File: config.mk
export PLATFORM = sky130hd
export DESIGN_NAME = bba_sequencer
export DESIGN_NICKNAME = d
export VERILOG_FILES = /design/src/rtl/core/bba_pkg.sv /design/src/rtl/core/bba_sequencer.sv
export SDC_FILE = /design/constraint.sdc
export NUM_CORES = 1
export LEC_CHECK = 0
export ABC_AREA = 1
export BUFFER_PORTS_ARGS = -buffer_cell sky130_fd_sc_hd__buf_2
export CAP_MARGIN = 20
export CORE_MARGIN = 3
export CORE_UTILIZATION = 40
export DETAILED_ROUTE_END_ITERATION = 16
export PLACE_DENSITY = 0.68
export SYNTH_ARGS = -nofsm -noshare
export SYNTH_HDL_FRONTEND = slang
export SYNTH_SLANG_ARGS = --single-unit
export TNS_END_PERCENT = 50
File: constraint.sdc
create_clock -name clk -period 10.7 [get_ports clk]
set_input_delay 2.14 -clock clk [delete_from_list [all_inputs] [get_ports clk]]
set_output_delay 2.14 -clock clk [all_outputs]
set_load 0.02 [all_outputs]
File: src/rtl/core/bba_pkg.sv
// Shared types and constants for the LED-strip bubble animator.
// No dependencies; imported by every module of the block.
`timescale 1ns / 1ps
`default_nettype none

package bba_pkg;

  localparam int COLOR_W   = 24;
  localparam int DICE_W    = 7;
  localparam int POS_W     = 11;  // bubble position, signed
  localparam int EXT_W     = 12;  // headroom for span and gap arithmetic
  localparam int ADDR_W    = 6;
  localparam int DATA_W    = 64;
  localparam int PCOUNT_W  = 9;

  localparam logic signed [POS_W-1:0] POS_MIN     = -11'sd1024;
  localparam logic signed [POS_W-1:0] POS_MAX     = 11'sd1023;
  localparam logic signed [POS_W-1:0] LEAD_RESET  = -11'sd10;
  localparam logic signed [POS_W-1:0] TRAIL_RESET = 11'sd266;  // reset count plus ten

  localparam logic [PCOUNT_W-1:0] PIXEL_COUNT_RESET = 9'd256;

  // dice codes that pick a background colour; anything else keeps the stored one
  localparam logic [DICE_W-1:0] DICE_BG0 = 7'd0;
  localparam logic [DICE_W-1:0] DICE_BG1 = 7'd1;
  localparam logic [DICE_W-1:0] DICE_BG2 = 7'd2;

  typedef enum logic [2:0] {
    REG_PIXEL_COUNT = 3'd0,
    REG_MIDPOINT    = 3'd1,
    REG_BUBBLE_W    = 3'd2,
    REG_BUBBLE_SPD  = 3'd3,
    REG_TRAIL_MODE  = 3'd4,
    REG_BUBBLE_COL  = 3'd5,
    REG_BG_ZERO     = 3'd6,
    REG_BG_ONE_TWO  = 3'd7
  } reg_idx_t;

  typedef struct packed {
    logic [PCOUNT_W-1:0]  pixel_count;
    logic [7:0]           midpoint;
    logic [7:0]           bubble_width;
    logic [7:0]           bubble_speed;
    logic                 trail_mode;
    logic [COLOR_W-1:0]   bubble_color;
    logic [COLOR_W-1:0]   background_color_zero;
    logic [2*COLOR_W-1:0] background_colors_one_two;
  } cfg_t;

  typedef struct packed {
    logic signed [POS_W-1:0] lead;
    logic signed [POS_W-1:0] trail;
  } pos_t;

endpackage

`default_nettype wire

File: src/rtl/core/bba_sequencer.sv
// Pixel counter and bubble positions; steps once per accepted transfer.
// Depends on bba_pkg for cfg_t, pos_t and position limits.
`timescale 1ns / 1ps
`default_nettype none

module bba_sequencer #(
  parameter int MAX_PIXELS = 256
) (
  input  wire logic                          clk,
  input  wire logic                          rst,
  input  bba_pkg::cfg_t                      cfg,
  input  wire logic                          accept,
  input  wire logic                          step_seen,
  output logic [$clog2(MAX_PIXELS)-1:0]      idx,
  output bba_pkg::pos_t                      pos,
  output logic                               last
);
  import bba_pkg::*;

  localparam int IW    = $clog2(MAX_PIXELS);
  localparam int CW    = $clog2(MAX_PIXELS + 1);
  localparam int CMP_W = (CW > PCOUNT_W) ? CW : PCOUNT_W;

  logic [IW-1:0]            counter, counter_next;
  pos_t                     cur, cur_next;
  logic [CMP_W-1:0]         pc_w, count_w;
  logic [CW-1:0]            count, idx_inc;
  logic                     restart, move;
  logic signed [EXT_W-1:0]  spd, lead_sub, trail_add, count_s;
  logic signed [POS_W-1:0]  mid_s;

  // effective count: zero acts as one, clamp at the store depth
  always_comb begin
    pc_w = CMP_W'(cfg.pixel_count);
    if (pc_w == '0) begin
      count_w = CMP_W'(1);
    end else if (pc_w > CMP_W'(MAX_PIXELS)) begin
      count_w = CMP_W'(MAX_PIXELS);
    end else begin
      count_w = pc_w;
    end
    count = CW'(count_w);
  end

  always_comb begin
    idx     = (CW'(counter) >= count) ? '0 : counter;
    idx_inc = CW'(idx) + CW'(1);
    last    = (idx_inc >= count);
    counter_next = last ? '0 : IW'(idx_inc);

    mid_s   = $signed({{(POS_W-8){1'b0}}, cfg.midpoint});
    restart = (idx == '0) && step_seen;
    pos     = cur;
    if (restart) begin
      pos.lead  = mid_s;
      pos.trail = mid_s + POS_W'(1);
    end

    spd       = $signed({{(EXT_W-8){1'b0}}, cfg.bubble_speed});
    count_s   = $signed(EXT_W'(count));
    lead_sub  = EXT_W'($signed(pos.lead)) - spd;
    trail_add = EXT_W'($signed(pos.trail)) + spd;
    move      = last && (($signed(pos.lead) >= 0) ||
                         (EXT_W'($signed(pos.trail)) <= count_s));

    cur_next = pos;
    if (move) begin
      cur_next.lead  = (lead_sub < EXT_W'(POS_MIN)) ? POS_MIN : POS_W'(lead_sub);
      cur_next.trail = (trail_add > EXT_W'(POS_MAX)) ? POS_MAX : POS_W'(trail_add);
    end
  end

  always_ff @(posedge clk) begin
    if (rst) begin
      counter   <= '0;
      cur.lead  <= LEAD_RESET;
      cur.trail <= TRAIL_RESET;
    end else if (accept) begin
      counter <= counter_next;
      cur     <= cur_next;
    end
  end

endmodule

`default_nettype wire

==> run summary <==
Routed WL - 9.88 mm
sequential-to-total area share from yosys stat - 17.0%
Via Count - 3765
Worst Skew - 0.00693 ns
IO Pins - 165
quantity of gates resized following cts - 0
sum of negative setup slack - 0 ns
Initial Util - 42.1%
grt ovf - 0
first-pass GRT wire length - 16.4 mm
total number of yosys warnings - 0
Pre-Repair DR Iteration Count - 5
Synth Flop Type - dfxtp_1
critical path class - in2out
CTS Buffer Depth - 2
Crit. End Element - primary output
min Tclk post-route - 8.54 ns
row count - 33
Syn Area/Cell - 6.23 um^2
#FFs+latches synth - 30
DR WL/cell - 13.6 um
Critical Path RT - 8.56 ns
Pint - 0.260 mW
Final ANT Viol Nets - 0
Root Driver - clkbuf_8
H-tree depth - 2
Num CTS Buffers - 5
vias in the first global route - 3425
largest net degree at the start of global routing - 33
Initial DRC Count - 205
share of the synthesized area in the top cell type - 17.0%
layout cells sized above 1 - 16.2%
synthesized area - 3540 um^2
Hold Crit Class - reg2reg
crit share post-route - 79.8%
critical path startpoint category - input pin
Max-cap violations - 0
core footprint - 8420 um^2
clock share of power - 21.2%
Skew-Pair Late Insertion Delay - 0.29 ns
leakage - 2.18 nW
switching share of power - 45.4%
CP Data Arrival Time - 6.40 ns
Gate Count Post-Synth - 569
initial antenna violation count - 0
R2R Setup Slk - 5.38 ns
Comb power frac - 52.4%
CTS tree - done
crit path max fanout - 10
Least-Margin Pin Slew - 0.700 ns
Layout Nets - 803
Die Span Y - 100 um
pwr dens - 119 nW/um^2
Layout Area Growth over Synthesis - 13.0%
Post-synth EDFFs - 0
RSZ-0062 raised after global routing - false
status - finished clean
most frequent cell after synthesis - nand2_1
Final Hold Viols - 0
Synth area leaders - dfxtp_1 (17%), ha_1 (16%), nand2_1 (15%)
dpl hpwl - 7.92 mm
clk slew on worst S/H paths - 0.07 ns
DR vias/cell - 5.17
routability cong. - 0.914
maximum vdd drop - 52.4 uV
Commonest cells post-synth - nand2_1 (137), inv_1 (90), a21oi_1 (61)
die width - 100 um
Post-CTS Hold Buffers - 0
post-layout util - 47.5%
slew margin rel. - 52.8%
Syn Nets - 750
Slew Viols, Final - 0
biggest area consumer among synthesized cells - dfxtp_1
GRT Util Overall - 20.3%
ys async rst share - 0%
Distinct cells, synth - 39
Sequential Power Share - 26.4%
Post-CTS Setup Bufs - 0
DRC viols - 0
fmax - 0.117 GHz
final setup fails - 0
port buffer count - 59
die area - 10000 um^2
antenna cells - 0
clock sinks - 30
P_sw - 0.216 mW
worst hold slack - 0.465 ns
==> flip-flops by register name, indices dropped and copies added, names as in the netlist <==
name,cells
cur,22
counter,8
==> critical path, stage by stage <==
cell and delay (ns):
buf_2 0.11, nor4_1 0.26, nand2_1 0.08, inv_1 0.07, nor2_1 0.05, inv_1 0.15, nand2_1 0.16, ha_1 0.33
a21oi_1 0.17, nand3_1 0.12, nand2_2 0.13, nand2_2 0.12, nor2_1 0.27, ha_1 0.28, nand2_1 0.07, nor3_1 0.20
nand2_1 0.12, xor2_1 0.15, inv_1 0.07, ha_1 0.32, nand2_1 0.06, nor2_1 0.15, nand2_1 0.08, o2111ai_2 0.46
buf_2 0.27
==> path summary, 6_finish.rpt <==
check | from | to | cells after the start
setup / recovery | cfg[122] | last | 25
hold / removal | cur[0]$_SDFFE_PP0P_ | cur[0]$_SDFFE_PP0P_ | 2
setup reg to reg | counter[3]$_SDFFE_PP0P_ | cur[13]$_SDFFE_PP1P_ | 31
hold reg to reg | cur[0]$_SDFFE_PP0P_ | cur[0]$_SDFFE_PP0P_ | 2
==> final cells by class <==
class / instances / area [um^2]
Clock buffer: 6 / 82.6
Inverter: 94 / 353
Fill cell: 895 / 4420
Multi-Input combinational cell: 431 / 2520
Timing Repair Buffer: 60 / 303
Sequential cell: 30 / 601
Clock inverter: 2 / 12.5
Tap cell: 105 / 131
==> power groups by stage <==
stage / Sequential, mW / Clock [mW] / Combinational [mW]
after floorplan: 0.127 / 0 / 0.189
after global placement: 0.128 / 0 / 0.242
after detailed placement: 0.128 / 0 / 0.249
after CTS: 0.126 / 0.104 / 0.250
after global routing: 0.127 / 0.108 / 0.283
final: 0.126 / 0.101 / 0.249
==> cells in the final DEF, fill, tap and decap left out, types with 2 or more instances in the layout <==
cell	n
a21oi_1	61
inv_1	90
nor4_1	3
o211ai_1	2
nand3_1	32
a31oi_1	3
nand3_2	2
nor2_1	37
buf_2	59
inv_2	4
a21oi_2	4
nor3_1	8
nand2_4	4
o21ai_0	27
o21ai_1	10
xor2_1	13
clkbuf_8	6
nand4_1	10
xnor2_1	5
dfxtp_1	30
ha_1	45
nand2_1	137
a21o_1	2
fa_1	2
o21a_1	2
nor2_2	3
or2_2	5
nand2_2	6
==> stage by stage <==
| step | setup slack (ns) | instance area (um^2) | cells | total power, mW |
|---|---|---|---|---|
| finish | 2.16 | 4000 | 728 | 0.476 |
| global route | 1.59 | 4000 | 728 | 0.518 |
| CTS | 2.15 | 4000 | 728 | 0.479 |
| detailed placement | 2.16 | 3910 | 720 | 0.377 |
| global placement | 2.26 | 3910 | 720 | 0.370 |
| floorplan | 2.78 | 3540 | 569 | 0.316 |
==> layer usage <==
metal	vias up	wire length [um]	GRT usage (%)
met2	113	4690	34.1
li1	1968	-	-
met4	0	146	5.70
met1	1677	4500	27.5
met5	-	0	0
met3	7	540	2.29
==> logic make-up (layout without fill, tap and decap cells) <==
logic type	count (synthesis)	count (layout)	synth area share (%)
AND/OR/NAND/NOR	250	250	31.5
AO/OA/AOI/OAI	116	116	18.1
buffers and inverters	108	162	11.9
adder cells (fa/ha/maj)	47	47	17.0
flip-flops	30	30	17.0
XOR/XNOR	18	18	4.45
Note: power is estimated with default switching activity, not from simulation.
