`src/rtl/core/bba_pkg.sv`:
```
// Shared types and constants for the LED-strip bubble animator.
// No dependencies; imported by every module of the block.
`timescale 1ns / 1ps
`default_nettype none

package bba_pkg;

  localparam int COLOR_W   = 24;
  localparam int DICE_W    = 7;
  localparam int POS_W     = 11;  // bubble position, signed
  localparam int EXT_W     = 12;  // headroom for span and gap arithmetic
  localparam int ADDR_W    = 6;
  localparam int DATA_W    = 64;
  localparam int PCOUNT_W  = 9;

  localparam logic signed [POS_W-1:0] POS_MIN     = -11'sd1024;
  localparam logic signed [POS_W-1:0] POS_MAX     = 11'sd1023;
  localparam logic signed [POS_W-1:0] LEAD_RESET  = -11'sd10;
  localparam logic signed [POS_W-1:0] TRAIL_RESET = 11'sd266;  // reset count plus ten

  localparam logic [PCOUNT_W-1:0] PIXEL_COUNT_RESET = 9'd256;

  // dice codes that pick a background colour; anything else keeps the stored one
  localparam logic [DICE_W-1:0] DICE_BG0 = 7'd0;
  localparam logic [DICE_W-1:0] DICE_BG1 = 7'd1;
  localparam logic [DICE_W-1:0] DICE_BG2 = 7'd2;

  typedef enum logic [2:0] {
    REG_PIXEL_COUNT = 3'd0,
    REG_MIDPOINT    = 3'd1,
    REG_BUBBLE_W    = 3'd2,
    REG_BUBBLE_SPD  = 3'd3,
    REG_TRAIL_MODE  = 3'd4,
    REG_BUBBLE_COL  = 3'd5,
    REG_BG_ZERO     = 3'd6,
    REG_BG_ONE_TWO  = 3'd7
  } reg_idx_t;

  typedef struct packed {
    logic [PCOUNT_W-1:0]  pixel_count;
    logic [7:0]           midpoint;
    logic [7:0]           bubble_width;
    logic [7:0]           bubble_speed;
    logic                 trail_mode;
    logic [COLOR_W-1:0]   bubble_color;
    logic [COLOR_W-1:0]   background_color_zero;
    logic [2*COLOR_W-1:0] background_colors_one_two;
  } cfg_t;

  typedef struct packed {
    logic signed [POS_W-1:0] lead;
    logic signed [POS_W-1:0] trail;
  } pos_t;

endpackage

`default_nettype wire

```
`src/rtl/core/bba_shader.sv`:
```
// Colour pick for one pixel: bubble span, cleared gap, dice or stored colour.
// Depends on bba_pkg for cfg_t, pos_t and the dice codes.
`timescale 1ns / 1ps
`default_nettype none

module bba_shader #(
  parameter int IDX_W = 8
) (
  input  bba_pkg::cfg_t                    cfg,
  input  wire logic [IDX_W-1:0]            idx,
  input  bba_pkg::pos_t                    pos,
  input  wire logic [bba_pkg::DICE_W-1:0]  dice,
  input  wire logic [bba_pkg::COLOR_W-1:0] stored,
  output logic      [bba_pkg::COLOR_W-1:0] color
);
  import bba_pkg::*;

  logic signed [EXT_W-1:0] i, half, lead, trl, wid, spd, top, tail;
  logic                    hit, gap;

  always_comb begin
    i    = $signed(EXT_W'(idx));
    half = $signed(EXT_W'(cfg.midpoint));
    lead = EXT_W'($signed(pos.lead));
    trl  = EXT_W'($signed(pos.trail));
    wid  = $signed(EXT_W'(cfg.bubble_width));
    spd  = $signed(EXT_W'(cfg.bubble_speed));
    top  = lead - wid + EXT_W'(1);
    tail = trl + wid - EXT_W'(1);

    hit = ((i <= half) && (i <= lead) && (i >= top)) ||
          ((i > half) && (i >= trl) && (i <= tail));
    gap = !cfg.trail_mode &&
          (((i > lead) && (i <= lead + spd)) || ((i < trl) && (i >= trl - spd)));

    if (hit) begin
      color = cfg.bubble_color;
    end else if (gap) begin
      color = cfg.background_color_zero;
    end else begin
      case (dice)
        DICE_BG0: color = cfg.background_color_zero;
        DICE_BG1: color = cfg.background_colors_one_two[COLOR_W-1:0];
        DICE_BG2: color = cfg.background_colors_one_two[2*COLOR_W-1:COLOR_W];
        default:  color = stored;
      endcase
    end
  end

endmodule

`default_nettype wire

```
`config.mk`:
```
export PLATFORM = sky130hd
export DESIGN_NAME = bba_shader
export DESIGN_NICKNAME = d
export VERILOG_FILES = /design/src/rtl/core/bba_pkg.sv /design/src/rtl/core/bba_shader.sv
export SDC_FILE = /design/constraint.sdc
export NUM_CORES = 1
export LEC_CHECK = 0
export BUFFER_PORTS_ARGS = -buffer_cell sky130_fd_sc_hd__buf_2
export CAP_MARGIN = 20
export CORE_UTILIZATION = 50
export DETAILED_ROUTE_END_ITERATION = 16
export PLACE_DENSITY = 0.93
export SLEW_MARGIN = 5
export SYNTH_ARGS = -nofsm -noshare
export SYNTH_HDL_FRONTEND = slang
export SYNTH_SLANG_ARGS = --single-unit
export TNS_END_PERCENT = 100
```
`constraint.sdc`:
```
create_clock -name vclk -period 4.7
set_input_delay 0.235 -clock vclk [all_inputs]
set_output_delay 0.235 -clock vclk [all_outputs]
set_load 0.1 [all_outputs]
```
==> flow_summary.ini, run 1 <==
[synth]
yosysWarningCount = 0
yosys.area.top_type_share_pct = 30.3
synthCells = 584
syn_area_um2 = 4710
synth_largest_area_cell = ha_1
yosysUniqueCellTypes = 57
synth_seq_area_share_pct = 0
synth_nets = 893
synth_area_leaders = ha_1 (30%), mux2_2 (6.7%), mux2_4 (6.4%)
syn_avg_cell_area_um2 = 8.07

[routing]
wl_mm = 15.7
routedWlPerCell_um = 17.5
drc = 0
ant_nets = 0
drt_iter0_drc = 224
vias_per_cell = 5.89
vias = 5281
dr.pass1.iters = 5

[die]
die_area_um2 = 9820
die_w_um = 99.1
core_um2 = 9200
rows = 35
die-height_um = 99.1
start_util_pct = 51.3
ioPinCount = 215

[sta]
rsz0062_at_grt = false
period_needed_ns = 4.56
period_share_pct = 97.1
setup_tns_ns = 0
maxSlewHeadroom_pct = 66.6
whs_ns = 0.910
fmax_mhz = 219
slew_violations = 0
worst_pin_slew_ns = 0.500
hold_viol = 0
setup_ws_ns = 0.135
setup_violations = 0

[critical_path]
path_cells = buf_2 > inv_1 > ha_2 > or3_4 > a2111oi_4 > nor2_1 > xnor2_1 > ha_1 > or4_1 > nor2_1 > a221o_1 > and4b_1 > o211ai_1 > a21oi_2 > o21bai_4 > clkbuf_16 > mux2_2 > mux2_2 > buf_6
worst_path_max_delay_cell = or4_1
cpPeakStageDelay_ns = 0.56
worst-endpoint-required_ns = 4.47
endpoint_kind = output pin
cp_top_family = simple AND/OR/NAND/NOR gates
cp.arrival_ns = 4.33
cp_num_cells = 19
crit_buf_inv = 4
path_class = in2out
start_kind = input pin
crit_fanout = 7

[finish]
nNetsFinal = 1095
seqCellArea_um2 = 0
nFlopsAndLatches = 0
drive_gt1_share_pct = 36.1
clock_buffers = 0
area_growth_pct = 28.5

[power]
p_comb_share_pct = 100.0
pwr-share-clk_pct = 0
p_per_area_nw_per_um2 = 181
leakagePower_nw = 3.33
peakVddDrop_mv = 0.171
intPower_uw = 432
sw_frac_of_total_pct = 60.5
netSwitchingPower_uw = 662
p_seq_share_pct = 0

[global_routing]
antenna_found_initial = 0
gr-total-overflow = 0
grt_pass1_wl_mm = 23.9
grt_usage_pct = 30.0
grt_pass1_vias = 5062
grt_max_degree = 26

[cts]
postCtsSetupRepairBufs = 0
cts-hold-fix-buffers = 0

[worst_hold_path]
hold_class = in2out
worstHoldPathCells = 3

[run]
drv_cap = 0

[placement]
dp_hpwl_mm = 13.1
gp_congestion = 0.929
post-place-ws_ns = 0.0538
port_buffers = 206

[outcome]
run_status = finished clean
-- worst min-delay path, cell delays in order --
cell and delay (ns):
buf_2 0.08, mux2_2 0.14, buf_6 0.22
-- what timing repair did --
item,4_1_cts,5_1_grt
endpoints found under the hold margin,0,0
setup endpoints to repair,0,24
gates resized for setup,0,67
-- Yosys cell counts (11+ instances only) --
cell type  instances
ha_1             114
inv_1             79
nor2_1            55
a21oi_1           32
mux2_2            28
a221o_1           25
mux2i_1           24
mux2_4            20
o21ai_0           16
xnor2_1           15
xor2_1            14
nor2b_1           13
nor3_1            13
a21o_1            12
clkbuf_1          11
-- kinds of logic (layout without fill, tap and decap cells) --
logic type	count (synthesis)	count (layout)	share of synthesized area, %
other	0	1	0
buffers and inverters	95	295	7.96
AO/OA/AOI/OAI	139	139	22.9
multiplexers	72	72	18.2
AND/OR/NAND/NOR	131	131	13.7
XOR/XNOR	29	29	5.39
adder cells (fa/ha/maj)	118	118	32.0
-- final cells by class --
type	count	area (um2)
Antenna cell	1	2.50
Timing Repair Buffer	216	1230
Tap cell	111	139
Multi-Input combinational cell	489	4380
Inverter	79	297
Fill cell	756	3140
-- placed cells by master (no fill, tap or decap), types with 3 or more instances in the layout --
master and n:
buf_2 182, ha_1 112, inv_1 79, nor2_1 55
a21oi_1 30, mux2_2 28, a221o_1 25, mux2i_1 24
buf_4 24, mux2_4 20, o21ai_0 16, xnor2_1 15
xor2_1 14, nor2b_1 13, nor3_1 13, a21o_1 12
o31ai_1 10, nand2_1 10, nand3_1 9, o21a_1 8
nand4_1 8, buf_6 7, nand2b_1 5, o211ai_1 5
or2_2 4, a211o_1 3, a211oi_1 3, fa_1 3
-- power groups by stage --
stage / clock, mW / sequential, mW / combinational [mW]
finish: 0.0000000286 / 0 / 1.09
global route: 0 / 0 / 1.18
CTS: 0 / 0 / 1.04
detailed placement: 0 / 0 / 1.03
global placement: 0 / 0 / 1.00
floorplan: 0 / 0 / 0.787
-- per-layer routing --
metal | up-vias | global-route usage, % | share of wire [%]
li1 | 2566 | - | -
met1 | 2467 | 39.2 | 44
met2 | 213 | 52.7 | 47
met3 | 35 | 4.22 | 7.2
met4 | 0 | 6.00 | 2.2
met5 | - | 0 | 0
-- final timing paths --
kind / from / to / slack [ns]
worst max-delay path: cfg[103] / color[23] / 0.14
worst min-delay path: cfg[74] / color[2] / 0.91
-- per-stage QoR --
stage,instances,power (mW),area [um2],utilization (%)
after floorplan,584,0.787,4710,-
after global placement,894,1.00,5890,64.1
after detailed placement,894,1.03,5890,64.1
after CTS,894,1.04,5890,64.1
after global routing,895,1.18,6050,65.8
final,896,1.09,6060,65.9
No activity file was read; power rests on OpenSTA's default activity.
==> run 2: changes to the inputs <==
--- a/config.mk
+++ b/config.mk
@@ -9,6 +9,7 @@
 export CAP_MARGIN = 20
 export CORE_UTILIZATION = 50
 export DETAILED_ROUTE_END_ITERATION = 16
+export GPL_TIMING_DRIVEN = 0
 export PLACE_DENSITY = 0.93
 export SLEW_MARGIN = 5
 export SYNTH_ARGS = -nofsm -noshare
==> flow_summary.ini, run 2 (synthesis gave the netlist of run 1 again) <==
[placement]
dp.cells = 900
dp_hpwl_mm = 13.5
port_buffers = 205
gp_congestion = 0.929

[sta]
period_share_pct = 96.8
slew_violations = 0
hold_viol = 0
fmax_mhz = 220
period_needed_ns = 4.55
whs_ns = 0.894
setup_violations = 0
maxSlewHeadroom_pct = 43.2
worst_pin_slew_ns = 0.850

[global_routing]
grt_pass1_vias = 5402
grt_max_degree = 11
grt_usage_pct = 31.3
grt_pass1_wl_mm = 24.9
gr-total-overflow = 0
antenna_found_initial = 1

[routing]
vias_per_cell = 5.88
wl_mm = 16.1
routedWlPerCell_um = 17.7
ant_nets = 0
drt_iter0_drc = 286
dr.pass1.iters = 5
drc = 0
vias = 5330

[finish]
nFlopsAndLatches = 0
fin_cells = 906
area_growth_pct = 30.6
seqCellArea_um2 = 0
final_common_cell = buf_2
layout_common_cells = buf_2 (186), ha_1 (114), inv_1 (78), nor2_1 (54), a21oi_1 (31)
nNetsFinal = 1105
clock_buffers = 0
post-route-util_pct = 67.0
drive_gt1_share_pct = 35.3

[die]
die_area_um2 = 9820
core_um2 = 9200
rows = 35
ioPinCount = 215
start_util_pct = 51.3
die-height_um = 99.1
die_w_um = 99.1

[outcome]
run_status = finished clean

[power]
peakVddDrop_mv = 0.203
total_power_mw = 1.13
leakagePower_nw = 3.38
p_per_area_nw_per_um2 = 184

[worst_hold_path]
holdPathEnd = color[9]
hold_class = in2out
hold_start = cfg[81]
worstHoldPathCells = 3

[critical_path]
crit_buf_inv = 6
path_cells = buf_2 > inv_1 > ha_1 > inv_1 > fa_1 > a21oi_1 > nor2_1 > nor3_1 > xor2_1 > ha_1 > or4_4 > nor2_4 > a221o_1 > and4b_1 > o211ai_1 > a21oi_2 > o21bai_4 > buf_12 > buf_12 > mux2_4 > mux2_4 > buf_12
critPathLaunch = pos[0]
crit_fanout = 10
cp_num_cells = 22
cpMostUsedCell = buf_12
cpPeakStageDelay_ns = 0.54
worst_path_max_delay_cell = or4_4
worst-endpoint-required_ns = 4.47
endpoint_kind = output pin
start_kind = input pin
cp_top_family = simple AND/OR/NAND/NOR gates
cp.arrival_ns = 4.31
path_class = in2out

[cts]
cts-hold-fix-buffers = 0

[run]
drv_cap = 0
run 2: stage by stage:
step	instance area, um2	setup slack (ns)	TNS, ns
final	6160	0.150	0
after global routing	6150	-0.0154	-0.129
after CTS	6050	0.0257	0
after detailed placement	5880	-0.302	-5.77
after global placement	5880	-0.282	-5.43
after floorplan	4710	0.425	0
run 2: tightest hold or removal path: cells and delay by family:
kind | cells | cell delay, ns
multiplexers | 1 | 0.17
buffers and inverters | 2 | 0.25
run 2: layout make-up:
type	instances	area [um2]
multi-input combinational	489	4380
fill	735	3040
timing repair buffer	210	1240
inverter	79	299
tap	111	139
buffer	16	91.3
antenna	1	2.50
run 2: how the worst max path moves through the flow:
stage               slack [ns]        end
floorplan                 0.43  color[10]
global placement         -0.28   color[9]
detailed placement       -0.30   color[9]
CTS                       0.03   color[9]
global route             -0.02  color[10]
finish                    0.15   color[9]
run 2: where the power goes:
| part | leakage, nW | internal, mW | total (mW) | switching (mW) |
|---|---|---|---|---|
| sequential | 0 | 0 | 0 | 0 |
| combinational | 3.38 | 0.457 | 1.13 | 0.674 |
| clock | 0.00000634 | 0.0000000285 | 0.0000000285 | 0 |
run 2: what timing repair did:
| item | in CTS | in global routing |
|---|---|---|
| setup buffers | 3 | 1 |
| gates resized for setup | 35 | 26 |
| pin swaps | 2 | 5 |
| gates cloned | 1 | 0 |
| setup endpoints to repair | 24 | 24 |
run 2: per-layer routing:
layer	up-vias	global-route usage (%)	routed length [um]
li1	2580	-	-
met1	2493	39.7	6650
met2	218	56.0	7790
met3	39	3.79	1220
met4	0	8.14	411
met5	-	0	0
==> run 3: changes to the inputs <==
--- a/config.mk
+++ b/config.mk
@@ -7,10 +7,10 @@
 export LEC_CHECK = 0
 export BUFFER_PORTS_ARGS = -buffer_cell sky130_fd_sc_hd__buf_2
 export CAP_MARGIN = 20
-export CORE_UTILIZATION = 50
+export CORE_UTILIZATION = 25
 export DETAILED_ROUTE_END_ITERATION = 16
 export GPL_TIMING_DRIVEN = 0
-export PLACE_DENSITY = 0.93
+export PLACE_DENSITY = 0.56
 export SLEW_MARGIN = 5
 export SYNTH_ARGS = -nofsm -noshare
 export SYNTH_HDL_FRONTEND = slang
==> flow_summary.ini, run 3 (synthesis gave the netlist of run 1 again) <==
[outcome]
run_status = finished clean

[global_routing]
gr-total-overflow = 0
antenna_found_initial = 0
grt_pass1_vias = 4901
grt_usage_pct = 16.4
grt_pass1_wl_mm = 25.8
grt_max_degree = 11

[finish]
multiInputGateArea_um2 = 4400
nNetsFinal = 1105
seqCellArea_um2 = 0
fillerInstances = 1913
fin_cells = 1023
clock_buffers = 0
drive_gt1_share_pct = 36.0
n_antenna_cell = 0
nFlopsAndLatches = 0
area_growth_pct = 34.3
final_common_cell = buf_2
post-route-util_pct = 34.8
layout_common_cells = buf_2 (182), ha_1 (113), inv_1 (78), nor2_1 (53), a21oi_1 (30)

[critical_path]
critPathLaunch = cfg[98]
worst_path_max_delay_cell = or4_4
cpPeakStageDelay_ns = 0.51
endpoint_kind = output pin
path_class = in2out
worst-endpoint-required_ns = 4.47
cp_top_family = compound AO/OA/AOI/OAI gates
start_kind = input pin
crit_buf_inv = 5
crit_fanout = 10
path_cells = buf_2 > inv_2 > ha_1 > nor2b_1 > o2111a_1 > a2111oi_2 > xor2_1 > ha_1 > or4_4 > nor2_4 > a221o_1 > and4b_1 > o211ai_1 > a21oi_2 > o21bai_4 > buf_6 > buf_12 > mux2_4 > mux2_2 > buf_12
cp.arrival_ns = 4.29

[sta]
fmax_mhz = 221
setup_violations = 0
maxSlewHeadroom_pct = 47.1
hold_viol = 0
setup_ws_ns = 0.170
rsz0062_at_grt = false
slew_violations = 0
period_needed_ns = 4.53
setup_tns_ns = 0
worst_pin_slew_ns = 0.792
period_share_pct = 96.4

[die]
rows = 49
core_um2 = 18200
die_w_um = 139
ioPinCount = 215
start_util_pct = 25.9
die-height_um = 139
die_area_um2 = 19400

[routing]
dr.pass1.iters = 4
drc = 0
ant_nets = 0
routedWlPerCell_um = 16.1
drt_iter0_drc = 244
wl_mm = 16.5
vias = 4998
vias_per_cell = 4.89

[placement]
port_buffers = 205
post-place-ws_ns = -0.334
gp_congestion = 0.837
dp_hpwl_mm = 14.3
dp.cells = 1018

[power]
peakVddDrop_mv = 0.110
total_power_mw = 1.12
leakagePower_nw = 3.38
p_per_area_nw_per_um2 = 176

[worst_hold_path]
hold_start = cfg[93]
hold_class = in2out

[run]
drv_cap = 0
-- run 3: changes by cell type in the layout (fill, tap and decap cells not counted), moves of 2 or more --
| cell | delta |
|---|---|
| buf_6 | +9 |
| buf_2 | -4 |
| buf_4 | -3 |
| buf_12 | -2 |
| mux2_2 | +2 |
| mux2_4 | -2 |
-- run 3: path summary, 6_finish.rpt --
kind / end / slack (ns) / cells past startpoint
max: color[13] / 0.17 / 20
min: color[21] / 0.90 / 3
-- run 3: what timing repair did --
item	in CTS	in global routing
cloned	1	0
gates resized for setup	44	33
setup endpoints to repair	24	24
pin swaps	4	5
setup buffers	4	0
hold buffers	0	0
-- run 3: stage by stage --
stage	hold WS [ns]	area [um2]
floorplan	0.941	4710
global placement	1.08	6030
detailed placement	1.08	6030
CTS	0.900	6230
global route	0.903	6330
finish	0.898	6330
-- run 3: area by class of cell --
type | count | area share [%]
repair buffers | 210 | 19.6
plain buffers | 16 | 1.76
inverters | 79 | 4.68
multi-input cells | 489 | 69.4
well taps | 229 | 4.53
-- run 3: routing by layer --
metal	vias to the layer above	part of all wire (%)	GRT usage [%]
met2	96	47	27.9
met5	-	0	0
met3	10	4.0	0.895
met1	2316	48	23.6
li1	2576	-	-
met4	0	0.85	1.23
-- run 3: where the power goes --
part           switching [mW]  internal (mW)
logic                   0.662          0.456
clock network               0              0
registers                   0              0
