**config.mk**
```make
export PLATFORM = sky130hd
export DESIGN_NAME = bba_regs
export DESIGN_NICKNAME = d
export VERILOG_FILES = /design/src/rtl/core/bba_pkg.sv /design/src/rtl/core/bba_regs.sv
export SDC_FILE = /design/constraint.sdc
export NUM_CORES = 1
export LEC_CHECK = 0
export BUFFER_PORTS_ARGS = -buffer_cell sky130_fd_sc_hd__buf_2
export CAP_MARGIN = 25
export CORE_ASPECT_RATIO = 1.25
export CORE_MARGIN = 2
export CORE_UTILIZATION = 43
export CTS_BUF_LIST = sky130_fd_sc_hd__clkbuf_16
export CTS_CLUSTER_DIAMETER = 120
export DETAILED_ROUTE_END_ITERATION = 16
export GPL_TIMING_DRIVEN = 0
export HOLD_SLACK_MARGIN = 0.08
export PLACE_DENSITY = 0.77
export SYNTH_ARGS = -nofsm -noshare
export SYNTH_HDL_FRONTEND = slang
export SYNTH_SLANG_ARGS = --single-unit
```
**constraint.sdc**
```tcl
create_clock -name clk -period 1.65 [get_ports clk]
set_input_delay 0.4125 -clock clk [delete_from_list [all_inputs] [get_ports clk]]
set_output_delay 0.4125 -clock clk [all_outputs]
set_load 0.02 [all_outputs]
```
**src/rtl/core/bba_pkg.sv**
```systemverilog
// Shared types and constants for the LED-strip bubble animator.
// No dependencies; imported by every module of the block.
`timescale 1ns / 1ps
`default_nettype none

package bba_pkg;

  localparam int COLOR_W   = 24;
  localparam int DICE_W    = 7;
  localparam int POS_W     = 11;  // bubble position, signed
  localparam int EXT_W     = 12;  // headroom for span and gap arithmetic
  localparam int ADDR_W    = 6;
  localparam int DATA_W    = 64;
  localparam int PCOUNT_W  = 9;

  localparam logic signed [POS_W-1:0] POS_MIN     = -11'sd1024;
  localparam logic signed [POS_W-1:0] POS_MAX     = 11'sd1023;
  localparam logic signed [POS_W-1:0] LEAD_RESET  = -11'sd10;
  localparam logic signed [POS_W-1:0] TRAIL_RESET = 11'sd266;  // reset count plus ten

  localparam logic [PCOUNT_W-1:0] PIXEL_COUNT_RESET = 9'd256;

  // dice codes that pick a background colour; anything else keeps the stored one
  localparam logic [DICE_W-1:0] DICE_BG0 = 7'd0;
  localparam logic [DICE_W-1:0] DICE_BG1 = 7'd1;
  localparam logic [DICE_W-1:0] DICE_BG2 = 7'd2;

  typedef enum logic [2:0] {
    REG_PIXEL_COUNT = 3'd0,
    REG_MIDPOINT    = 3'd1,
    REG_BUBBLE_W    = 3'd2,
    REG_BUBBLE_SPD  = 3'd3,
    REG_TRAIL_MODE  = 3'd4,
    REG_BUBBLE_COL  = 3'd5,
    REG_BG_ZERO     = 3'd6,
    REG_BG_ONE_TWO  = 3'd7
  } reg_idx_t;

  typedef struct packed {
    logic [PCOUNT_W-1:0]  pixel_count;
    logic [7:0]           midpoint;
    logic [7:0]           bubble_width;
    logic [7:0]           bubble_speed;
    logic                 trail_mode;
    logic [COLOR_W-1:0]   bubble_color;
    logic [COLOR_W-1:0]   background_color_zero;
    logic [2*COLOR_W-1:0] background_colors_one_two;
  } cfg_t;

  typedef struct packed {
    logic signed [POS_W-1:0] lead;
    logic signed [POS_W-1:0] trail;
  } pos_t;

endpackage

`default_nettype wire

```
**src/rtl/core/bba_regs.sv**
```systemverilog
// APB-style configuration registers of the bubble animator.
// Depends on bba_pkg for the register map and the cfg_t bundle.
`timescale 1ns / 1ps
`default_nettype none

module bba_regs (
  input  wire logic                        clk,
  input  wire logic                        rst,
  input  wire logic                        psel,
  input  wire logic                        penable,
  input  wire logic                        pwrite,
  input  wire logic [bba_pkg::ADDR_W-1:0]  paddr,
  input  wire logic [bba_pkg::DATA_W-1:0]  pwdata,
  output logic      [bba_pkg::DATA_W-1:0]  prdata,
  output logic                             pready,
  output bba_pkg::cfg_t                    cfg
);
  import bba_pkg::*;

  reg_idx_t sel;
  logic     wr;

  // registers sit on 8-byte boundaries
  assign sel    = reg_idx_t'(paddr[ADDR_W-1:3]);
  assign wr     = psel && penable && pwrite;
  assign pready = 1'b1;

  always_ff @(posedge clk) begin
    if (rst) begin
      cfg.pixel_count               <= PIXEL_COUNT_RESET;
      cfg.midpoint                  <= 8'd128;
      cfg.bubble_width              <= 8'd4;
      cfg.bubble_speed              <= 8'd1;
      cfg.trail_mode                <= 1'b0;
      cfg.bubble_color              <= 24'hFFFFFF;
      cfg.background_color_zero     <= '0;
      cfg.background_colors_one_two <= '0;
    end else if (wr) begin
      case (sel)
        REG_PIXEL_COUNT: cfg.pixel_count               <= pwdata[PCOUNT_W-1:0];
        REG_MIDPOINT:    cfg.midpoint                  <= pwdata[7:0];
        REG_BUBBLE_W:    cfg.bubble_width              <= pwdata[7:0];
        REG_BUBBLE_SPD:  cfg.bubble_speed              <= pwdata[7:0];
        REG_TRAIL_MODE:  cfg.trail_mode                <= pwdata[0];
        REG_BUBBLE_COL:  cfg.bubble_color              <= pwdata[COLOR_W-1:0];
        REG_BG_ZERO:     cfg.background_color_zero     <= pwdata[COLOR_W-1:0];
        REG_BG_ONE_TWO:  cfg.background_colors_one_two <= pwdata[2*COLOR_W-1:0];
        default: begin
        end
      endcase
    end
  end

  always_comb begin
    case (sel)
      REG_PIXEL_COUNT: prdata = DATA_W'(cfg.pixel_count);
      REG_MIDPOINT:    prdata = DATA_W'(cfg.midpoint);
      REG_BUBBLE_W:    prdata = DATA_W'(cfg.bubble_width);
      REG_BUBBLE_SPD:  prdata = DATA_W'(cfg.bubble_speed);
      REG_TRAIL_MODE:  prdata = DATA_W'(cfg.trail_mode);
      REG_BUBBLE_COL:  prdata = DATA_W'(cfg.bubble_color);
      REG_BG_ZERO:     prdata = DATA_W'(cfg.background_color_zero);
      REG_BG_ONE_TWO:  prdata = DATA_W'(cfg.background_colors_one_two);
      default:         prdata = '0;
    endcase
  end

endmodule

`default_nettype wire

```
==> results_dict.tcl, run 1 <==
set metrics [dict create \
    cts.sinks 130 \
    post_route_cells_drive_above_1_share 0.4515 \
    peak_freq_mhz 482.1 \
    power.ir.vdd_worst_mv 0.4863 \
    die-area_mm2 0.01463 \
    synth_edf_count 0 \
    grt_max_degree 19 \
    grt_util_all_layers 0.3099 \
    clock_insertion_delay_worst_skew_ns 0.41 \
    power.total_mw 8.008 \
    seq_area_frac_synth 0.4426 \
    num_rows 47 \
    first_pass_grt_wire_length_um 34680 \
    power.combinational.fraction 0.132 \
    timing.final.crit_period_ns 2.074 \
    synth.avg_cell_area_um2 7.756 \
    grt.overflow.total 0 \
    area_added_between_synthesis_and_finish_pct 61.65 \
    final_net_count 1145 \
    cts_max_path_buffers 2 \
    dp.final_hpwl_um 15480 \
    static_leakage_nw 4.219 \
    fillerInstances 989 \
    synth_seq_cells 130 \
    min_path_type "primary input to flip-flop" \
    worst_setup_hold_path_clk_slew_ns 0.06 \
    routabilityCongestion 0.9270 \
    wire_per_inst_um 19.69 \
    synth_cell_types 39 \
    worst-path-max-fanout 8 \
    sort_of_element_at_the_start_of_the_critical_path "primary input" \
    finalSetupViolations 48 \
    asyncSetResetFlopFracSynth 0 \
    antenna_found_initial 0 \
    placeableCoreArea_mm2 0.01329 \
    seqCellArea_mm2 0.002616 \
    detail-route-antenna-nets 0 \
    finalWorstSetupSlack_ns -0.4242 \
    drt_pass1_iterations 5 \
    die-width_um 108.6 \
    antenna-diode-count 0 \
    required_ns 1.24 \
    hold_viol_final 0 \
    max_reg_flops 130 \
    worstPathArrival_ns 1.66 \
    largest-register "cfg" \
    timing.max_slew.rel_slack 0.5835 \
    detail_route.drc_violations 0 \
    wirelength_um 24690 \
    vias 6951 \
    drv_slew 0 \
    die_y_um 134.7 \
    cts.hold.buffers_added 0 \
    outcome "finished, violations left" \
    rsz0062_at_grt "yes" \
    power.density_cell_area_mw_per_mm2 842.6 \
    internal_power_mw 5.868 \
    p_switching_mw 2.140 \
    netlist_area_before_placement_mm2 0.005879 \
    synth_ff_type "dfxtp_1" \
    place.port_buffers 231 \
    kind_of_end_point_of_the_critical_path "output port" \
    starting_density_of_the_core 0.4424 \
    cts_tree "built" \
    classification_of_the_worst_setup_path "primary input to output port" \
    worst_slew_pin_slew_ns 0.6228 \
    via_count_of_the_first_global_routing_pass 6444 \
    viasPerCell 5.543 \
    power_frac_seq 0.399 \
    ys_warn_count 0 \
    post_synth_inst_count 758 \
    clockRootBuffer "clkbuf_16" \
    ios 270 \
    final.period_utilization 1.257 \
    cts-buffers-inserted 17 \
    finalClockSkew_ns 0 \
    largest_registers "cfg (130)" \
    number_of_h_tree_levels 4 \
    multi_input_comb_area_mm2 0.003496 \
    post_route_core_utilization 0.7151 \
    clock_power_share 0.469 \
    drt_first_iter_violations 448 \
    power_switching_share 0.2673 \
    failed_checks "setup timing" \
    max_cap_viol_count 0 \
]
==> per-stage QoR <==
step	instance area [um^2]	hold slack (ns)	setup TNS (ns)	std cells	setup WS, ns
after floorplan	6160	0.5333	-0.03117	773	-0.03117
after global placement	7530	0.4521	-44.58	1175	-0.8099
after detailed placement	7530	0.4591	-46.71	1175	-0.8466
after CTS	8955	0.2292	-11.06	1241	-0.3396
after global routing	9504	0.2319	-13.18	1254	-0.4541
final	9504	0.2345	-11.94	1254	-0.4242
==> layout make-up <==
type | count | share of cell area
timing repair buffer | 280 | 0.2105
multi-input combinational | 562 | 0.3678
tap | 171 | 0.02251
inverter | 9 | 0.004871
clock buffer | 17 | 0.04476
clock inverter | 15 | 0.01672
buffer | 70 | 0.05753
sequential | 130 | 0.2753
==> power by group through the flow <==
stage          Clock [mW]  Sequential (mW)  Combinational, mW
5_1_grt              3.90             3.19               1.10
3_5_place_dp            0             3.26              0.733
4_1_cts              3.75             3.19              0.931
6_report             3.76             3.19               1.06
2_1_floorplan           0             3.29              0.431
3_3_place_gp            0             3.26              0.730
==> metal layers <==
metal / track usage / part of all wire
met3: 0.07770 / 0.094
met4: 0.1546 / 0.048
met2: 0.4955 / 0.49
met1: 0.3861 / 0.37
met5: 0 / 0
==> critical path: stages <==
cell and delay (ns):
buf_6 0.12, buf_8 0.14, buf_6 0.13, nor2b_1 0.24, nand2_1 0.12, a21oi_2 0.16, o32a_1 0.20, buf_6 0.13
==> path summary, 6_finish.rpt <==
| kind | cells after the start | slack [ns] | startpoint | end |
|---|---|---|---|---|
| worst max register to register | 2 | 0.84 | cfg[117] | cfg[117] |
| worst max-delay path | 8 | -0.42 | paddr[5] | prdata[4] |
| worst min-delay path | 3 | 0.23 | pwdata[44] | cfg[44] |
| worst min register to register | 2 | 0.47 | cfg[23] | cfg[23] |
==> kinds of logic (layout without fill, tap and decap cells) <==
group | after synthesis | after routing | synth area share
muxes | 45 | 45 | 0.07767
DFF | 130 | 130 | 0.4426
and+or+nand+nor | 351 | 351 | 0.2669
buffers and inverters | 81 | 391 | 0.07278
other | 2 | 17 | 0.001277
AOI/OAI and AO/OA | 149 | 149 | 0.1388
==> Yosys cell counts (6+ instances only) <==
| library cell | instances | area, um^2 |
|---|---|---|
| dfxtp_1 | 130 | 2603 |
| nor2_1 | 61 | 229.0 |
| o21ai_0 | 21 | 105.1 |
| buf_4 | 23 | 172.7 |
| inv_1 | 9 | 33.78 |
| and2_1 | 24 | 150.1 |
| nand3b_1 | 26 | 195.2 |
| nand2_1 | 215 | 807.0 |
| clkbuf_1 | 28 | 105.1 |
| buf_2 | 18 | 90.09 |
| a21oi_1 | 105 | 525.5 |
| mux2i_1 | 40 | 400.4 |
| nor2b_1 | 6 | 37.54 |
==> timing repair <==
item	4_1_cts	5_1_grt
gates cloned	5	0
endpoints found under the setup margin	48	48
buffers inserted	30	16
gates resized for setup	162	130
pin swaps	28	34
==> layout by cell type (no fill, tap or decap), types with 10 or more instances in the layout <==
cell       count
a21oi_1       89
a21oi_2       10
and2_4        24
buf_12        10
buf_2        192
buf_4         50
buf_6         60
buf_8         11
clkbuf_1      20
clkbuf_16     17
conb_1        17
dfxtp_1      121
mux2i_1       30
nand2_1      211
nand3b_1      26
nor2_1        37
nor2_2        19
o21ai_0       16
Power figures use the tool's default switching activity.
==> inputs of run 2 (changes only) <==
Settings changed: ABC_CLOCK_PERIOD_IN_PS set to 1650, PLACE_DENSITY 0.77 to 0.84, SKIP_LAST_GASP set to 1.
==> results_dict.tcl, run 2 (synthesized netlist as in run 1, its figures left out) <==
set metrics [dict create \
    wirelength_um 25620 \
    post_route_core_utilization 0.7092 \
    detail-route-antenna-nets 0 \
    finalWorstSetupSlack_ns -0.3646 \
    antenna-diode-count 0 \
    worst-path-max-fanout 6 \
    worst_setup_hold_path_clk_slew_ns 0.06 \
    peak_freq_mhz 496.4 \
    numPlacedInstances 1175 \
    grt_max_degree 17 \
    max_reg_flops 130 \
    via_count_of_the_first_global_routing_pass 6366 \
    tns_ns -11.51 \
    wl_met1_um 9222 \
    clockRootBuffer "clkbuf_16" \
    dp.final_hpwl_um 15750 \
    vias 7102 \
    timing.final.crit_period_ns 2.015 \
    required_ns 1.24 \
    top_signal_layer_used "met4" \
    outcome "finished, violations left" \
    rsz0062_at_grt "yes" \
    finalClockSkew_ns 0 \
    largest-register "cfg" \
    timing.max_slew.rel_slack 0.5369 \
    cts-buffers-inserted 17 \
    pre_cts_ws_ns -0.8138 \
    power.ir.vdd_worst_mv 0.6263 \
    clock_insertion_delay_worst_skew_ns 0.42 \
    wire_per_inst_um 20.55 \
    cts_tree "built" \
    met3_length_um 2545 \
    drt_pass1_iterations 7 \
    grt.overflow.total 0 \
    grt_util_all_layers 0.3072 \
    non_filler_cells_final 1247 \
    power.density_cell_area_mw_per_mm2 828.2 \
    multi_input_comb_area_mm2 0.003443 \
    largest_registers "cfg (130)" \
    fillerInstances 976 \
    power.total_mw 7.806 \
    drv_slew 0 \
    drt_first_iter_violations 595 \
    routed-wl-met2_um 12460 \
    finalSetupViolations 48 \
    clock_power_share 0.454 \
    min_path_type "primary input to flip-flop" \
    detail_route.drc_violations 0 \
    p_switching_mw 2.120 \
    power_switching_share 0.2716 \
    place.port_buffers 231 \
    final_net_count 1138 \
    first_pass_grt_wire_length_um 34200 \
    area_added_between_synthesis_and_finish_pct 60.31 \
    die_y_um 134.7 \
    final.period_utilization 1.221 \
    failed_checks "setup timing" \
    static_leakage_nw 4.181 \
    viasPerCell 5.695 \
    kind_of_end_point_of_the_critical_path "output port" \
    starting_density_of_the_core 0.4424 \
    placeableCoreArea_mm2 0.01329 \
    cts_max_path_buffers 2 \
    seqCellArea_mm2 0.002619 \
    internal_power_mw 5.686 \
    power.combinational.fraction 0.137 \
    number_of_h_tree_levels 4 \
    layout.cells.most_common_list "nand2_1, buf_2, dfxtp_1, a21oi_1, buf_6" \
    hold_viol_final 0 \
    worst_slew_pin_slew_ns 0.6947 \
    die-width_um 108.6 \
    die-area_mm2 0.01463 \
    routabilityCongestion 0.9736 \
    worstPathArrival_ns 1.60 \
    ios 270 \
    post_route_cells_drive_above_1_share 0.4377 \
    max_cap_viol_count 0 \
    classification_of_the_worst_setup_path "primary input to output port" \
    antenna_found_initial 0 \
    sort_of_element_at_the_start_of_the_critical_path "primary input" \
    cts.sinks 130 \
    power_frac_seq 0.409 \
    final_common_cell "nand2_1" \
    num_rows 47 \
]
-- run 2: cell type report --
cell class,count,area share
multi-input cells,562,0.3653
flip-flops and latches,130,0.2778
repair buffers,271,0.2085
plain buffers,72,0.06279
clock buffers,17,0.04513
well taps,171,0.02270
clock inverters,15,0.01274
inverters,9,0.004912
-- run 2: power groups by stage --
stage	logic (mW)	clock network [mW]	registers, mW
2_1_floorplan	0.431	0	3.29
3_3_place_gp	0.727	0	3.26
3_5_place_dp	0.734	0	3.26
4_1_cts	0.912	3.51	3.19
5_1_grt	1.11	3.64	3.19
6_report	1.07	3.55	3.19
-- run 2: worst paths after layout --
path              slack (ns)       start  depth (start not counted)        end
setup reg to reg        0.85     cfg[80]                          2    cfg[80]
setup / recovery       -0.36    paddr[3]                          7  prdata[4]
hold reg to reg         0.46     cfg[46]                          2    cfg[46]
hold / removal          0.23  pwdata[26]                          3    cfg[26]
-- run 2: critical path: stages --
cell and delay (ns):
buf_12 0.10, buf_16 0.14, nor2b_1 0.22, nand2_1 0.11, a21oi_1 0.21, o32a_1 0.21
buf_2 0.18
-- run 2: metal layers --
layer | vias to the layer above | global-route usage
met5 | - | 0
met4 | 0 | 0.1595
met3 | 143 | 0.05743
met2 | 588 | 0.5049
met1 | 3284 | 0.3804
li1 | 3087 | -
-- run 2: repair_timing --
item                                    in CTS  in global routing
pin swaps                                   23                 22
resized for setup                          111                149
hold buffers                                 0                  0
buffers inserted                            19                 11
endpoints found under the setup margin      48                 48
gates cloned                                 6                  4
-- run 2: through the flow --
step	hold slack (ns)	area, um^2
2_1_floorplan	0.5333	6160
3_3_place_gp	0.4492	7530
3_5_place_dp	0.4558	7530
4_1_cts	0.2290	8732
5_1_grt	0.2348	9425
6_report	0.2271	9425
==> inputs of run 3 (changes only) <==
Settings changed: ABC_AREA set to 1, CORE_UTILIZATION 43 to 42, PLACE_DENSITY 0.84 to 0.83.
==> results_dict.tcl, run 3 <==
set metrics [dict create \
    drt_first_iter_violations 655 \
    starting_density_of_the_core 0.4270 \
    wirelength_um 22600 \
    required_ns 1.24 \
    timing.max_slew.rel_slack 0.6006 \
    worst_path_max_delay_cell "dfxtp_1" \
    synth.avg_cell_area_um2 6.919 \
    layout.cells.most_common_list "buf_2, nor2_1, dfxtp_1, nand2_1, o21ai_0" \
    netlist_top_cells_count "nor2_1, nand2_1, dfxtp_1" \
    dp.final_hpwl_um 15350 \
    post_synth_and_or_nand_nor_area_fraction 0.3542 \
    kind_of_end_point_of_the_critical_path "output port" \
    detail-route-antenna-nets 0 \
    r2r_slack_ns 0.92 \
    synth_ff_type "dfxtp_1" \
    sort_of_element_at_the_start_of_the_critical_path "flip-flop" \
    timing.critical_path.depth 5 \
    timing.rr.start "cfg[105]" \
    fillerInstances 1187 \
    static_leakage_nw 4.491 \
    worst_path_most_repeated_cell "nor2_1" \
    numPlacedInstances 1265 \
    cts_tree "built" \
    min_path_type "primary input to flip-flop" \
    yosys-mux-area-fraction 0 \
    non_filler_cells_final 1319 \
    cts.hold.buffers_added 0 \
    synth_edf_count 0 \
    max_reg_flops 130 \
    viasPerCell 5.343 \
    timing.final.crit_period_ns 1.829 \
    drv_slew 0 \
    finalSetupViolations 24 \
    timing.critical_path.to "prdata[1]" \
    synth_largest_area_cell "dfxtp_1" \
    post_synth_inst_count 845 \
    area_fraction_in_compound_gates_after_synthesis 0.09801 \
    rsz0062_at_grt "yes" \
    power.total_mw 7.939 \
    cp_num_buf_inv 2 \
    synth_cell_types 24 \
    asyncSetResetFlopFracSynth 0 \
    synthAdderAreaFrac 0 \
    worstPathCellList "inv_1 -> nor2_1 -> nor2_1 -> nand3_2 -> buf_6" \
    power.ir.vdd_worst_mv 0.5821 \
    clock_insertion_delay_worst_skew_ns 0.42 \
    final.period_utilization 1.108 \
    place.port_buffers 230 \
    first_pass_grt_wire_length_um 33780 \
    worstPathArrival_ns 1.42 \
    cts_max_path_buffers 2 \
    failed_checks "setup timing" \
    power.density_cell_area_mw_per_mm2 916.3 \
    antenna-diode-count 0 \
    num_rows 48 \
    crit_path_launch "cfg[73]" \
    final_common_cell "buf_2" \
    maximum_cell_stage_delay_along_the_critical_path_ns 0.33 \
    peak_freq_mhz 546.9 \
    number_of_h_tree_levels 4 \
    routabilityCongestion 0.9083 \
    classification_of_the_worst_setup_path "flip-flop to output port" \
    via_count_of_the_first_global_routing_pass 6448 \
    seq_area_frac_synth 0.4451 \
    grt_max_degree 17 \
    largest_registers "cfg (130)" \
    cts.sinks 130 \
    max_cap_viol_count 0 \
    synth_xor_area_frac 0 \
    wire_per_inst_um 17.13 \
    final_net_count 1206 \
    area_added_between_synthesis_and_finish_pct 48.17 \
    vias 7047 \
    antenna_found_initial 0 \
    die-width_um 109.5 \
    synth_seq_cells 130 \
    worst_slew_pin_slew_ns 0.5992 \
    ys_warn_count 0 \
    synth_top_area_frac 0.4451 \
    post_route_cells_drive_above_1_share 0.3610 \
    cts-buffers-inserted 17 \
    crit-reg2reg-capture "cfg[105]" \
    post_synth_main_area_contributors "dfxtp_1, nor2_1, nand2_1, o21ai_0, nand3_1" \
    die_y_um 135.9 \
    drt_pass1_iterations 5 \
    detail_route.drc_violations 0 \
    timing.reg2reg.worst_path_depth 2 \
    grt_util_all_layers 0.2958 \
    worst-path-max-fanout 2 \
    netlist_area_before_placement_mm2 0.005847 \
    cp_top_family "simple AND/OR/NAND/NOR gates" \
    die-area_mm2 0.01489 \
    hold_viol_final 0 \
    placeableCoreArea_mm2 0.01369 \
    outcome "finished, violations left" \
    main_combinational_cell_family_by_area_after_synthesis "simple AND/OR/NAND/NOR gates" \
    synth_most_common_cell "nor2_1" \
    finalWorstSetupSlack_ns -0.1786 \
    finalClockSkew_ns 0 \
    ios 270 \
    worst_setup_hold_path_clk_slew_ns 0.06 \
    largest-register "cfg" \
    holdCritStartpoint "pwdata[44]" \
    grt.overflow.total 0 \
    clockRootBuffer "clkbuf_16" \
]
[run 3: cell count changes in the layout (fill, tap and decap cells not counted), moves of 21 or more]
cell      change
a21oi_1      -92
and2_4       -22
buf_2        +29
buf_6        -40
inv_1        +35
mux2i_1      -33
nand2_1      -96
nand3_1      +23
nand3_2      +21
nand3b_1     -26
nand4_1      +22
nor2_1      +169
nor3_1       +39
o21ai_0      +80
[run 3: cell families after synthesis]
family | after synthesis
compound gates | 111
flops | 130
simple gates | 481
other cells | 2
buf+inv | 121
[run 3: per-layer routing]
layer | global-route usage | wire [um]
met1 | 0.3566 | 8495
met2 | 0.4853 | 10960
met3 | 0.07143 | 2026
met4 | 0.1512 | 1114
met5 | 0 | 0
[run 3: area by class of cell]
type                    count  area, um^2  area share
clock buffers              17       425.4     0.04910
inverters                  51       220.2     0.02542
repair buffers            250        1455      0.1680
multi-input cells         610        3032      0.3499
plain buffers              70       533.0     0.06153
clock inverters            15       171.4     0.01979
flip-flops and latches    130        2603      0.3004
repair inverters            1       5.005   0.0005777
well taps                 175       219.0     0.02527
[run 3: worst min path at each step]
stage                     to  slack [ns]  cells past startpoint
detailed placement   cfg[93]        0.46                      2
finish               cfg[44]        0.21                      3
global route         cfg[28]        0.22                      3
CTS                  cfg[44]        0.21                      3
floorplan           cfg[120]        0.54                      2
global placement     cfg[94]        0.46                      2
[run 3: tightest hold or removal path, cell delays in order]
cell,delay [ns]
buf_2,0.07
nor2_1,0.03
nor2_1,0.08
[run 3: report_power, final]
| group | switching (mW) | internal [mW] |
|---|---|---|
| registers | 0.0352 | 3.18 |
| clock network | 1.60 | 2.27 |
| logic | 0.536 | 0.315 |
| total | 2.18 | 5.76 |
[run 3: what timing repair did]
| action | 4_1_cts | 5_1_grt |
|---|---|---|
| buffers inserted | 15 | 4 |
| gates resized for setup | 97 | 37 |
| endpoints found under the setup margin | 44 | 26 |
| hold endpoints to repair | 0 | 0 |
| pin swaps | 23 | 13 |
| cloned | 2 | 1 |
[run 3: metrics by stage]
step	util	cell area [um^2]	hold WS [ns]	TNS, ns	setup slack (ns)
3_3_place_gp	0.5398	7392	0.4591	-28.18	-0.5028
4_1_cts	0.6172	8452	0.2099	-2.699	-0.1510
3_5_place_dp	0.5398	7392	0.4640	-33.99	-0.5574
2_1_floorplan	-	6022	0.5387	-0.01196	-0.01196
6_report	0.6327	8663	0.2088	-3.137	-0.1786
5_1_grt	0.6327	8663	0.2162	-4.296	-0.2021
